File: config.mk
export PLATFORM = sky130hd
export DESIGN_NAME = pba_ctrl
export DESIGN_NICKNAME = d
export VERILOG_FILES = /design/src/pba_pkg.sv /design/src/pba_ctrl.sv
export VERILOG_INCLUDE_DIRS = /design/src /design/src/src
export SDC_FILE = /design/constraint.sdc
export NUM_CORES = 1
export LEC_CHECK = 0
export BUFFER_PORTS_ARGS = -buffer_cell sky130_fd_sc_hd__buf_2
export CORE_ASPECT_RATIO = 1.1
export CORE_MARGIN = 2
export CORE_UTILIZATION = 55
export CTS_CLUSTER_SIZE = 16
export DETAILED_ROUTE_END_ITERATION = 12
export GPL_TIMING_DRIVEN = 0
export HOLD_SLACK_MARGIN = 0.12
export PLACE_DENSITY_LB_ADDON = 0.25
export SYNTH_ARGS = -nofsm -noshare
export SYNTH_HDL_FRONTEND = slang
export SYNTH_SLANG_ARGS = --single-unit
File: constraint.sdc
create_clock -name clk -period 3 [get_ports clk]
set_input_delay 0.6 -clock clk [delete_from_list [all_inputs] [get_ports clk]]
set_output_delay 0.6 -clock clk [all_outputs]
set_load 0.05 [all_outputs]
File: src/page_bitmap_allocator_assert.svh
// assertion macros used by the page bitmap allocator controller
`ifndef PAGE_BITMAP_ALLOCATOR_ASSERT_SVH
`define PAGE_BITMAP_ALLOCATOR_ASSERT_SVH
`ifndef SYNTHESIS
// condition must hold in the same cycle as the trigger
`define PBA_ASSERT_SAME(lbl, trig, cond) \
  lbl: assert property (@(posedge clk) disable iff (rst) (trig) |-> (cond)) \
    else $error("pba assertion failed");
// condition must hold in the cycle after the trigger
`define PBA_ASSERT_NEXT(lbl, trig, cond) \
  lbl: assert property (@(posedge clk) disable iff (rst) (trig) |=> (cond)) \
    else $error("pba assertion failed");
`else
`define PBA_ASSERT_SAME(lbl, trig, cond)
`define PBA_ASSERT_NEXT(lbl, trig, cond)
`endif
`endif

File: src/pba_pkg.sv
// shared types and constants of the page bitmap allocator
`timescale 1ns / 1ps

package pba_pkg;

  // counter, page number and byte address widths
  localparam int CW = 22;
  localparam int NW = 26;
  localparam int LW = 40;

  // request kinds
  localparam logic [2:0] K_ALLOC   = 3'd0;
  localparam logic [2:0] K_FREE    = 3'd1;
  localparam logic [2:0] K_RESERVE = 3'd2;
  localparam logic [2:0] K_RELEASE = 3'd3;
  localparam logic [2:0] K_INIT    = 3'd4;

  // result status codes
  localparam logic [1:0] ST_OK      = 2'd0;
  localparam logic [1:0] ST_INVALID = 2'd1;
  localparam logic [1:0] ST_NOMEM   = 2'd2;
  localparam logic [1:0] ST_OWNER   = 2'd3;

  typedef enum logic [8:0] {
    S_CLEAR = 9'b0_0000_0001,
    S_IDLE  = 9'b0_0000_0010,
    S_SET1  = 9'b0_0000_0100,
    S_SET2  = 9'b0_0000_1000,
    S_CAND  = 9'b0_0001_0000,
    S_RD    = 9'b0_0010_0000,
    S_EX    = 9'b0_0100_0000,
    S_OUT   = 9'b0_1000_0000,
    S_FILL  = 9'b1_0000_0000
  } state_t;

  typedef enum logic [5:0] {
    PH_REL   = 6'b00_0001,
    PH_RES   = 6'b00_0010,
    PH_CHK   = 6'b00_0100,
    PH_FCLR  = 6'b00_1000,
    PH_SCAN  = 6'b01_0000,
    PH_CLAIM = 6'b10_0000
  } phase_t;

  typedef enum logic [4:0] {
    C_NOP, C_CLR_STEP, C_INIT, C_LOAD, C_SET1, C_SET2,
    C_CAND_NEXT, C_SCAN_START, C_EX_REL, C_EX_RES, C_EX_CHK,
    C_EX_FCLR, C_EX_SCAN, C_EX_CLAIM, C_FREE_RESTART, C_CLAIM_START,
    C_FIN_OK, C_FIN_ALLOC, C_FIN_FREE, C_FIN_BAD, C_FIN_NOMEM, C_FIN_OWNER
  } cmd_t;

  typedef struct packed {
    logic [2:0] kind;
    logic       bad;
    logic       nomem;
    logic       loop_end;
    logic       cand_end;
    logic       cand_ok;
    logic       used;
    logic       owner_fail;
    logic       scan_last;
    logic       clr_last;
  } stat_t;

endpackage

File: src/pba_ctrl.sv
// controller: sequences setup, page loops, search and result for each request
`timescale 1ns / 1ps
`include "page_bitmap_allocator_assert.svh"

module pba_ctrl (
  input  logic             clk,
  input  logic             rst,
  input  logic             s_tvalid,
  output logic             s_tready,
  output logic             m_tvalid,
  input  logic             m_tready,
  input  pba_pkg::stat_t   stat,
  output pba_pkg::cmd_t    cmd
);

  pba_pkg::state_t state, state_next;
  pba_pkg::phase_t phase, phase_next;
  logic            chk_fail;

  assign s_tready = (state == pba_pkg::S_IDLE);
  assign m_tvalid = (state == pba_pkg::S_OUT);

  // state register
  always_ff @(posedge clk) begin
    if (rst) begin
      state <= pba_pkg::S_CLEAR;
      phase <= pba_pkg::PH_REL;
    end else begin
      state <= state_next;
      phase <= phase_next;
    end
  end

  // next state and datapath command
  always_comb begin
    state_next = state;
    phase_next = phase;
    cmd        = pba_pkg::C_NOP;
    unique case (state)
      pba_pkg::S_CLEAR: begin
        cmd = pba_pkg::C_CLR_STEP;
        if (stat.clr_last) state_next = pba_pkg::S_IDLE;
      end
      pba_pkg::S_FILL: begin
        cmd = pba_pkg::C_CLR_STEP;
        if (stat.clr_last) state_next = pba_pkg::S_OUT;
      end
      pba_pkg::S_IDLE: begin
        if (s_tvalid) begin
          cmd        = pba_pkg::C_LOAD;
          state_next = pba_pkg::S_SET1;
        end
      end
      pba_pkg::S_SET1: begin
        if (stat.kind == pba_pkg::K_INIT) begin
          cmd        = pba_pkg::C_INIT;
          state_next = pba_pkg::S_FILL;
        end else if (stat.kind > pba_pkg::K_INIT) begin
          cmd        = pba_pkg::C_FIN_BAD;
          state_next = pba_pkg::S_OUT;
        end else begin
          cmd        = pba_pkg::C_SET1;
          state_next = pba_pkg::S_SET2;
        end
      end
      pba_pkg::S_SET2: begin
        if (stat.kind == pba_pkg::K_ALLOC) begin
          if (stat.bad) begin
            cmd        = pba_pkg::C_FIN_BAD;
            state_next = pba_pkg::S_OUT;
          end else if (stat.nomem) begin
            cmd        = pba_pkg::C_FIN_NOMEM;
            state_next = pba_pkg::S_OUT;
          end else begin
            cmd        = pba_pkg::C_SET2;
            state_next = pba_pkg::S_CAND;
          end
        end else if (stat.kind == pba_pkg::K_FREE) begin
          if (stat.bad) begin
            cmd        = pba_pkg::C_FIN_BAD;
            state_next = pba_pkg::S_OUT;
          end else begin
            cmd        = pba_pkg::C_SET2;
            phase_next = pba_pkg::PH_CHK;
            state_next = pba_pkg::S_RD;
          end
        end else begin
          cmd        = pba_pkg::C_SET2;
          phase_next = (stat.kind == pba_pkg::K_RESERVE) ? pba_pkg::PH_RES
                                                          : pba_pkg::PH_REL;
          state_next = pba_pkg::S_RD;
        end
      end
      pba_pkg::S_CAND: begin
        if (stat.cand_end) begin
          cmd        = pba_pkg::C_FIN_NOMEM;
          state_next = pba_pkg::S_OUT;
        end else if (!stat.cand_ok) begin
          cmd = pba_pkg::C_CAND_NEXT;
        end else begin
          cmd        = pba_pkg::C_SCAN_START;
          phase_next = pba_pkg::PH_SCAN;
          state_next = pba_pkg::S_RD;
        end
      end
      pba_pkg::S_RD: begin
        if (stat.loop_end) begin
          case (phase)
            pba_pkg::PH_CHK: begin
              cmd        = pba_pkg::C_FREE_RESTART;
              phase_next = pba_pkg::PH_FCLR;
            end
            pba_pkg::PH_FCLR: begin
              cmd        = pba_pkg::C_FIN_FREE;
              state_next = pba_pkg::S_OUT;
            end
            pba_pkg::PH_CLAIM: begin
              cmd        = pba_pkg::C_FIN_ALLOC;
              state_next = pba_pkg::S_OUT;
            end
            default: begin
              cmd        = pba_pkg::C_FIN_OK;
              state_next = pba_pkg::S_OUT;
            end
          endcase
        end else begin
          state_next = pba_pkg::S_EX;
        end
      end
      pba_pkg::S_EX: begin
        state_next = pba_pkg::S_RD;
        case (phase)
          pba_pkg::PH_REL:   cmd = pba_pkg::C_EX_REL;
          pba_pkg::PH_RES:   cmd = pba_pkg::C_EX_RES;
          pba_pkg::PH_FCLR:  cmd = pba_pkg::C_EX_FCLR;
          pba_pkg::PH_CLAIM: cmd = pba_pkg::C_EX_CLAIM;
          pba_pkg::PH_CHK: begin
            if (stat.owner_fail) begin
              cmd        = pba_pkg::C_FIN_OWNER;
              state_next = pba_pkg::S_OUT;
            end else begin
              cmd = pba_pkg::C_EX_CHK;
            end
          end
          default: begin
            if (stat.used) begin
              cmd        = pba_pkg::C_EX_SCAN;
              state_next = pba_pkg::S_CAND;
            end else if (stat.scan_last) begin
              cmd        = pba_pkg::C_CLAIM_START;
              phase_next = pba_pkg::PH_CLAIM;
            end else begin
              cmd = pba_pkg::C_EX_SCAN;
            end
          end
        endcase
      end
      pba_pkg::S_OUT: begin
        if (m_tready) state_next = pba_pkg::S_IDLE;
      end
      default: state_next = pba_pkg::S_CLEAR;
    endcase
  end

  // ownership check failing on the current page
  assign chk_fail = (state == pba_pkg::S_EX) && (phase == pba_pkg::PH_CHK) && stat.owner_fail;

  // checks
  `PBA_ASSERT_NEXT(a_busy_after_accept, s_tvalid && s_tready, !s_tready)
  `PBA_ASSERT_NEXT(a_owner_fail_ends, chk_fail, m_tvalid)
  `PBA_ASSERT_NEXT(a_read_then_apply, state == pba_pkg::S_RD && !stat.loop_end, state == pba_pkg::S_EX)
  `PBA_ASSERT_SAME(a_no_beat_in_sweep, state == pba_pkg::S_CLEAR || state == pba_pkg::S_FILL, !m_tvalid && !s_tready)

endmodule

; After elaboration in Yosys (flattened, before gate mapping)
; Cells that the tools add are included.
[op_classes]
add_sub_neg = 0
mul = 0
div = 0
order_cmp = 1
eq_ne = 32
n_shift = 0
n_mux = 48
n_bitwise = 0
reduce_logical = 7
[op_table]
columns = cell, n
row1 = 9-bit 2-to-1 mux, 11
row2 = 9-bit one-hot mux with 9 select lines, 1
row3 = 6-bit 2-to-1 mux, 11
row4 = 5-bit 2-to-1 mux, 10
row5 = 8-bit 2-to-1 mux, 5
row6 = 5-bit one-hot mux with 7 select lines, 1
row7 = 5-bit one-hot mux with 5 select lines, 1
row8 = 6-bit one-hot mux with 4 select lines, 1
row9 = 2-bit != test (second input constant), 11
row10 = 8-bit one-hot mux with 2 select lines, 1
row11 = 5-bit one-hot mux with 3 select lines, 1
row12 = 10-bit AND reduction, 1
row13 = 9-bit by 1-bit == test with 1-bit output (second input constant), 1
row14 = 9-bit by 2-bit == test with 1-bit output (second input constant), 1
row15 = 9-bit by 3-bit == test with 1-bit output (second input constant), 1
row16 = 9-bit by 4-bit == test with 1-bit output (second input constant), 1
row17 = 9-bit by 5-bit == test with 1-bit output (second input constant), 1
row18 = 9-bit by 6-bit == test with 1-bit output (second input constant), 1
row19 = 9-bit by 7-bit == test with 1-bit output (second input constant), 1
row20 = 9-bit by 8-bit == test with 1-bit output (second input constant), 1
row21 = 9-bit == test (second input constant), 1
row22 = 3-bit != test (second input constant), 3
row23 = 2-bit 2-to-1 mux, 4
row24 = 6-bit by 1-bit == test with 1-bit output (second input constant), 1
row25 = 16 further kinds, 16
[totals]
ff_bits = 15
latchBits = 0
ramBits = 0
mem_bits_ro = 0
inputBits = 16
out_inout_bits = 7
elab_cells = 90
n_memories = 0

; Longest topological paths before layout
; Gate-level depths: netlist (run 1).
[depth]
depth_word = 5
ltp_mapped = 9
mapped_depth_nobuf = 6

; Worst setup path before layout (run 1)
; Ideal clock, no wire load.
[synth_timing]
path_type = register -> output
start = register state[4]
end = output cmd[1]
arrival_ns = 2.593
t_required_ns = 2.400
path_slack_ns = -0.193
path_stages_with_launch = 7
n_path_buf = 0
cell_sequence = dfxtp_1 or4_4 or3_1 or3_1 inv_1 a221o_1 a311o_1
[synth_between]
elab_cells_between_ends = 10
classes_between = eq/ne: 8 / mux: 1 / reduce/logical: 1
[synth_rtl]
columns = element, line
row1 = from (decl), pba_ctrl.sv:16  ; pba_pkg::state_t state, state_next;
row2 = from (signal assigned), pba_ctrl.sv:26  ; state <= pba_pkg::S_CLEAR;
row3 = from (signal assigned), pba_ctrl.sv:29  ; state <= state_next;
row4 = 9-bit by 2-bit == test with 1-bit output, --
row5 = net s_tready, pba_ctrl.sv:9  ; output logic s_tready,
row6 = 5-bit one-hot mux with 7 select lines, pba_ctrl.sv:39  ; unique case (state)
row7 = to (decl), pba_ctrl.sv:13  ; output pba_pkg::cmd_t cmd
; The timed path passes the listed nets, and every way through them passes these cells.

; Worst setup path in the final report (run 1)
[layout_timing]
start = register state[7]
end = output cmd[1]
[layout_between]
elab_chain_len = 3
elab_cells_between_ends = 10
classes_between = eq/ne: 8 / mux: 1 / reduce/logical: 1
[layout_lines]
columns = element, line
row1 = 9-bit == test / 9-bit by 1-bit == test with 1-bit output (equally long branches), pba_ctrl.sv:39
row2 = 2-bit OR reduction (no source line), --
row3 = 5-bit one-hot mux with 7 select lines (*), pba_ctrl.sv:39
; Mark *: on every way between the ends. The rest lies on a longest branch, timed or not.

==> out/qor.csv, run 1 <==
metric,value,unit
place_congestion,0.934,
route.detailed.drc,0,
clk_pin_slew,0.11,ns
syn_area,1320,um^2
cts_buffers,3,
worstSkewPairLatency,0.31,ns
syn_avg_cell_area,7.55,um^2
cp.required,2.40,ns
start_util,58.7,%
finalSetupTns,-0.159,ns
grt_pass1_wl,6.59,mm
syn_nets,191,
viasPerCell,6.61,
grt_usage,30.1,%
rsz0062_at_grt,true,
numPortBuffers,21,
cts_root_buf,clkbuf_4,
design.die.area,2810,um^2
r2r_end,phase[2],
yosys_most_used_dff,dfxtp_1,
drv_cap,0,
core_area,2250,um^2
crit_path_frequent_cell,or4_1,
max-slew-margin-rel,63.5,%
yosysWarnings,0,
insertedDiodeCount,0,
seq_area_frac_synth,22.7,%
synth_edf_count,0,
synth_largest_area_cell,dfxtp_1,
worstHoldEndpoint,state[6],
path_class,flop to output port,
grt_pass1_vias,1417,
drv_slew,0,
vias,1561,
antenna_found_initial,0,
grt_max_degree,11,
finClkSkew,0.00745,ns
worstSetupStartpointType,flop,
max_freq,0.322,GHz
ys_seq_elements,15,
path_cells,buf_4 -> or4_1 -> or4_1 -> buf_2 -> nand2_1 -> a221o_1 -> a311o_2 -> buf_8,
finalSetupViolations,3,
leakagePower,0.642,nW
ir_worst_vdd,0.413,mV
die_w,50.7,um
synth_cells,175,
setup.worst_path.end_class,output port,
status,finished with violations,
drt_iter0_markers,61,
ant_nets,0,
synth_area_leaders,"dfxtp_1 (23%), nor2_1 (5.1%), a21oi_1 (4.5%)",
cpPeakStageDelay,0.50,ns
row_count,18,
power_density,466,nW/um^2
syn2layout_area_growth,27.7,%
clock_path_buffers,2,
worst_pin_slew,0.543,ns
cp.arrival,2.51,ns
ys_async_sr_fraction,0,%
layout.nets,223,
p_total,0.786,mW
r2r-start,state[7],
hold_violations,0,
cp_num_buf_inv,3,
h-tree-depth,1,
hold_start,stat[6],
dp_hpwl,2.88,mm
die_h,55.4,um
reg2reg_slack,0.58,ns
gr-total-overflow,0,
drt_first_pass_iters,5,
fin_ws,-0.107,ns
cp_max_fo,6,
synth_cell_types,52,
violations,negative setup slack,
cts.sinks,15,
fill_cells,182,
yosysTopAreaCellShare,22.7,%
routed_wl,4.05,mm
cts_tree,done,
boundaryPins,23,
cp_num_cells,8,
drt-wirelength-per-cell,17.2,um
ff2ff_path_depth,8,
min_path_cells,2,
critPathTopFamily,simple AND/OR/NAND/NOR gates,
hold_class,input pin to flop,
period_needed,3.11,ns
cpMaxStageDelayCell,or4_1,
period_share,104,%
drive_above_1_share,34.0,%
## worst register-to-register path: cells and delay by family, from the launching register on
kind,cells,cell delay (ns)
and+or+nand+nor,4,1.36
AOI/OAI and AO/OA,2,0.33
DFF,1,0.36
buffers and inverters,2,0.29
## timing repair
item                       4_1_cts  5_1_grt
setup buffers                    4        3
pin swaps                        6        5
resized for setup               23       17
setup endpoints to repair        5        4
hold buffers                     0        0
## Yosys cell counts (4+ instances only)
cell / n
clkbuf_1: 4
inv_1: 8
a21oi_1: 12
nand2_1: 8
or3_1: 5
nor4_1: 7
nor2_1: 18
nor3_1: 8
nand2b_1: 7
nor2b_1: 4
dfxtp_1: 15
a31oi_1: 4
nand3_1: 4
o21ai_0: 11
## through the flow
step | area [um^2] | setup WS, ns | std cells | hold slack (ns) | util [%]
after floorplan | 1320 | -0.0133 | 175 | 0.508 | -
after global placement | 1470 | 0.115 | 226 | 0.541 | 65.1
after detailed placement | 1470 | 0.0962 | 226 | 0.568 | 65.1
after CTS | 1590 | -0.0673 | 233 | 0.494 | 70.6
after global routing | 1690 | -0.147 | 236 | 0.492 | 74.9
final | 1690 | -0.107 | 236 | 0.484 | 74.9
## state kept, by name, indices dropped and copies added, names as in the netlist
name / cells
phase: 6
state: 9
## power breakdown
group	total (mW)	internal (mW)	switching, mW
Sequential	0.229	0.210	0.0188
Clock	0.129	0.0498	0.0791
Combinational	0.428	0.186	0.241
## layout make-up
cell class | count | area [um^2] | area share, %
Buffer | 8 | 53.8 | 3.19
Multi-Input combinational cell | 143 | 1030 | 61.3
Clock buffer | 3 | 22.5 | 1.34
Timing Repair Buffer | 28 | 180 | 10.7
Inverter | 8 | 30.0 | 1.78
Tap cell | 30 | 37.5 | 2.23
Clock inverter | 1 | 5.00 | 0.297
Sequential cell | 15 | 324 | 19.2
## logic make-up (layout without fill, tap and decap cells)
family,count (synthesis),count (layout),share of synthesized area (%)
multiplexers,2,2,1.52
flip-flops,15,15,22.7
AND/OR/NAND/NOR,86,86,39.4
buffers and inverters,17,48,6.72
AO/OA/AOI/OAI,51,51,27.0
XOR/XNOR,4,4,2.65
## routing by layer
layer / share of wire (%) / vias to the layer above / track usage (%)
met4: 2.2 / 0 / 13.5
met2: 51 / 86 / 50.4
met1: 39 / 734 / 38.1
met5: 0 / - / 0
met3: 7.5 / 10 / 3.78
li1: - / 731 / -
## worst max path at each step
stage	to	slack [ns]	startpoint
after CTS	cmd[1]	-0.07	state[7]
after detailed placement	cmd[1]	0.1	state[4]
after global routing	cmd[1]	-0.15	state[5]
final	cmd[1]	-0.11	state[7]
after floorplan	cmd[1]	-0.01	state[4]
after global placement	cmd[1]	0.12	state[4]
## cell usage in the layout, fill, tap and decap left out, types with 4 or more instances in the layout
master / Yosys / routed
inv_1: 8 / 7
clkbuf_1: 4 / 4
buf_6: 3 / 5
nor2_1: 18 / 17
nor2b_1: 4 / 4
nand2b_1: 7 / 7
nand2_1: 8 / 8
nor3_1: 8 / 8
dfxtp_2: 0 / 4
nand3_1: 4 / 4
a31oi_1: 4 / 4
buf_4: 0 / 7
dfxtp_4: 0 / 5
a21oi_1: 12 / 11
nor4_1: 7 / 4
buf_2: 2 / 19
dfxtp_1: 15 / 6
o21ai_0: 11 / 10
No activity file was read; power rests on OpenSTA's default activity.
==> run 2, diff against run 1 <==
--- a/config.mk
+++ b/config.mk
@@ -14,7 +14,7 @@
 export DETAILED_ROUTE_END_ITERATION = 12
 export GPL_TIMING_DRIVEN = 0
 export HOLD_SLACK_MARGIN = 0.12
-export PLACE_DENSITY_LB_ADDON = 0.25
+export PLACE_DENSITY = 0.79
 export SYNTH_ARGS = -nofsm -noshare
 export SYNTH_HDL_FRONTEND = slang
 export SYNTH_SLANG_ARGS = --single-unit
==> run 2 against run 1 <==
Net effect: the flow still finishes with violations (negative setup slack); core utilization grew 2.2 points; critical path depth fell by 1; clock power about the same; highest routed layer unchanged.
==> out/qor.csv, run 2 (synthesis gave the netlist of run 1 again) <==
metric,value,unit,change
status,finished with violations,,unchanged
violations,negative setup slack,,unchanged
drive_above_1_share,35.8,%,was 34.0%
cp_num_buf_inv,2,,was 3
finalSetupTns,-0.241,ns,was -0.159 ns
dp_hpwl,2.95,mm,was 2.88 mm
fill_cells,157,,was 182
clock_path_buffers,2,,unchanged
reg2reg_slack,0.50,ns,was 0.58 ns
drt_first_pass_iters,4,,was 5
numPortBuffers,21,,unchanged
cp_max_fo,4,,was 6
antenna_found_initial,0,,unchanged
drv_cap,0,,unchanged
hold_class,input pin to flop,,unchanged
path_cells,or4_4 -> or3_4 -> or3_4 -> inv_2 -> a221o_1 -> a311o_2 -> buf_8,,was buf_4 -> or4_1 -> or4_1 -> buf_2 -> nand2_1 -> a221o_1 -> a311o_2 -> buf_8
vias,1633,,"was 1,561"
largest_registers,"state (9), phase (6)",,unchanged
die_w,50.7,um,unchanged
cp.required,2.40,ns,about the same
drt-wirelength-per-cell,17.8,um,was 17.2 um
seq_area,313,um^2,was 324 um^2
period_share,104,%,about the same
crit_path_frequent_cell,or3_4,,was or4_1
cts_tree,done,,unchanged
worstSetupStartpointType,flop,,unchanged
fin_ws,-0.115,ns,was -0.107 ns
path_class,flop to output port,,unchanged
cts.sinks,15,,unchanged
ant_nets,0,,unchanged
final_common_cell,buf_2,,unchanged
largest_reg_flops,9,,unchanged
fin_cells,242,,was 236
row_count,18,,unchanged
cts_root_buf,clkbuf_4,,unchanged
gr-total-overflow,0,,unchanged
worst_pin_slew,0.603,ns,was 0.543 ns
grt_pass1_wl,6.72,mm,was 6.59 mm
leakagePower,0.673,nW,was 0.642 nW
period_needed,3.11,ns,about the same
layout_common_cells,"buf_2 (20), nor2_1 (16), a21oi_1 (11), dfxtp_1 (11), buf_4 (11)",,"was buf_2 (19), nor2_1 (17), a21oi_1 (11), o21ai_0 (10)"
syn2layout_area_growth,31.3,%,was 27.7%
grt_max_degree,11,,unchanged
boundaryPins,23,,unchanged
clk_pin_slew,0.11,ns,about the same
core_area,2250,um^2,unchanged
cts_buffers,3,,unchanged
grt_usage,30.2,%,was 30.1%
drt_iter0_markers,113,,was 61
design.die.area,2810,um^2,unchanged
h-tree-depth,1,,unchanged
start_util,58.7,%,unchanged
viasPerCell,6.75,,was 6.61
critPathTopFamily,simple AND/OR/NAND/NOR gates,,unchanged
drv_slew,0,,unchanged
setup.worst_path.end_class,output port,,unchanged
regMostFlops,state,,unchanged
whs,0.505,ns,was 0.484 ns
worstSkewPairLatency,0.30,ns,was 0.31 ns
grt_pass1_vias,1453,,"was 1,417"
layout.nets,229,,was 223
power_density,478,nW/um^2,was 466 nW/um^2
cpPeakStageDelay,0.58,ns,was 0.50 ns
cp.arrival,2.51,ns,about the same
hold_violations,0,,unchanged
finClkSkew,0.0122,ns,was 0.00745 ns
ir_worst_vdd,0.491,mV,was 0.413 mV
insertedDiodeCount,0,,unchanged
multi_input_area,1050,um^2,was 1030 um^2
place_congestion,0.918,,was 0.934
die_h,55.4,um,unchanged
finalSetupViolations,3,,unchanged
max_freq,0.321,GHz,was 0.322 GHz
route.detailed.drc,0,,unchanged
rsz0062_at_grt,true,,unchanged
routed_wl,4.31,mm,was 4.05 mm
dp.cells,226,,unchanged
max-slew-margin-rel,59.5,%,was 63.5%
cpMaxStageDelayCell,or4_4,,was or4_1
## run 2: final timing paths
check                              start       end  depth (start not counted)
worst max register to register  state[5]  phase[3]                          8
worst min register to register  phase[1]  phase[1]                          2
worst max-delay path            state[5]    cmd[1]                          7
worst min-delay path             stat[6]  state[6]                          2
## run 2: repair_timing
item | 4_1_cts | 5_1_grt
endpoints found under the setup margin | 5 | 5
resized for setup | 24 | 15
buffers inserted | 6 | 5
cloned | 1 | 0
pin swaps | 4 | 6
hold buffers | 0 | 0
## run 2: through the flow
stage / utilization, % / power [mW] / setup WS [ns] / cell area (um^2)
floorplan: - / 0.524 / -0.0133 / 1320
global placement: 65.1 / 0.596 / 0.101 / 1470
detailed placement: 65.1 / 0.603 / 0.0741 / 1470
CTS: 72.4 / 0.768 / -0.0741 / 1630
global route: 77.1 / 0.864 / -0.140 / 1740
finish: 77.1 / 0.830 / -0.115 / 1740
## run 2: final cells by class
type | count | area share (%)
plain buffers | 9 | 3.39
clock buffers | 3 | 1.30
clock inverters | 1 | 0.288
inverters | 8 | 1.73
multi-input cells | 143 | 60.6
flip-flops and latches | 15 | 18.0
well taps | 30 | 2.16
repair buffers | 33 | 12.5
## run 2: metal layers
layer | wire length [um] | track usage, % | up-vias
met5 | 0 | 0 | -
met4 | 164 | 11.6 | 0
met3 | 318 | 4.32 | 21
met2 | 2110 | 51.5 | 97
met1 | 1720 | 37.7 | 768
li1 | - | - | 747
## run 2: where the power goes
group          internal, mW  total, mW  switching (mW)
logic                 0.209      0.471           0.262
registers             0.212      0.231          0.0184
clock network        0.0497      0.128          0.0787
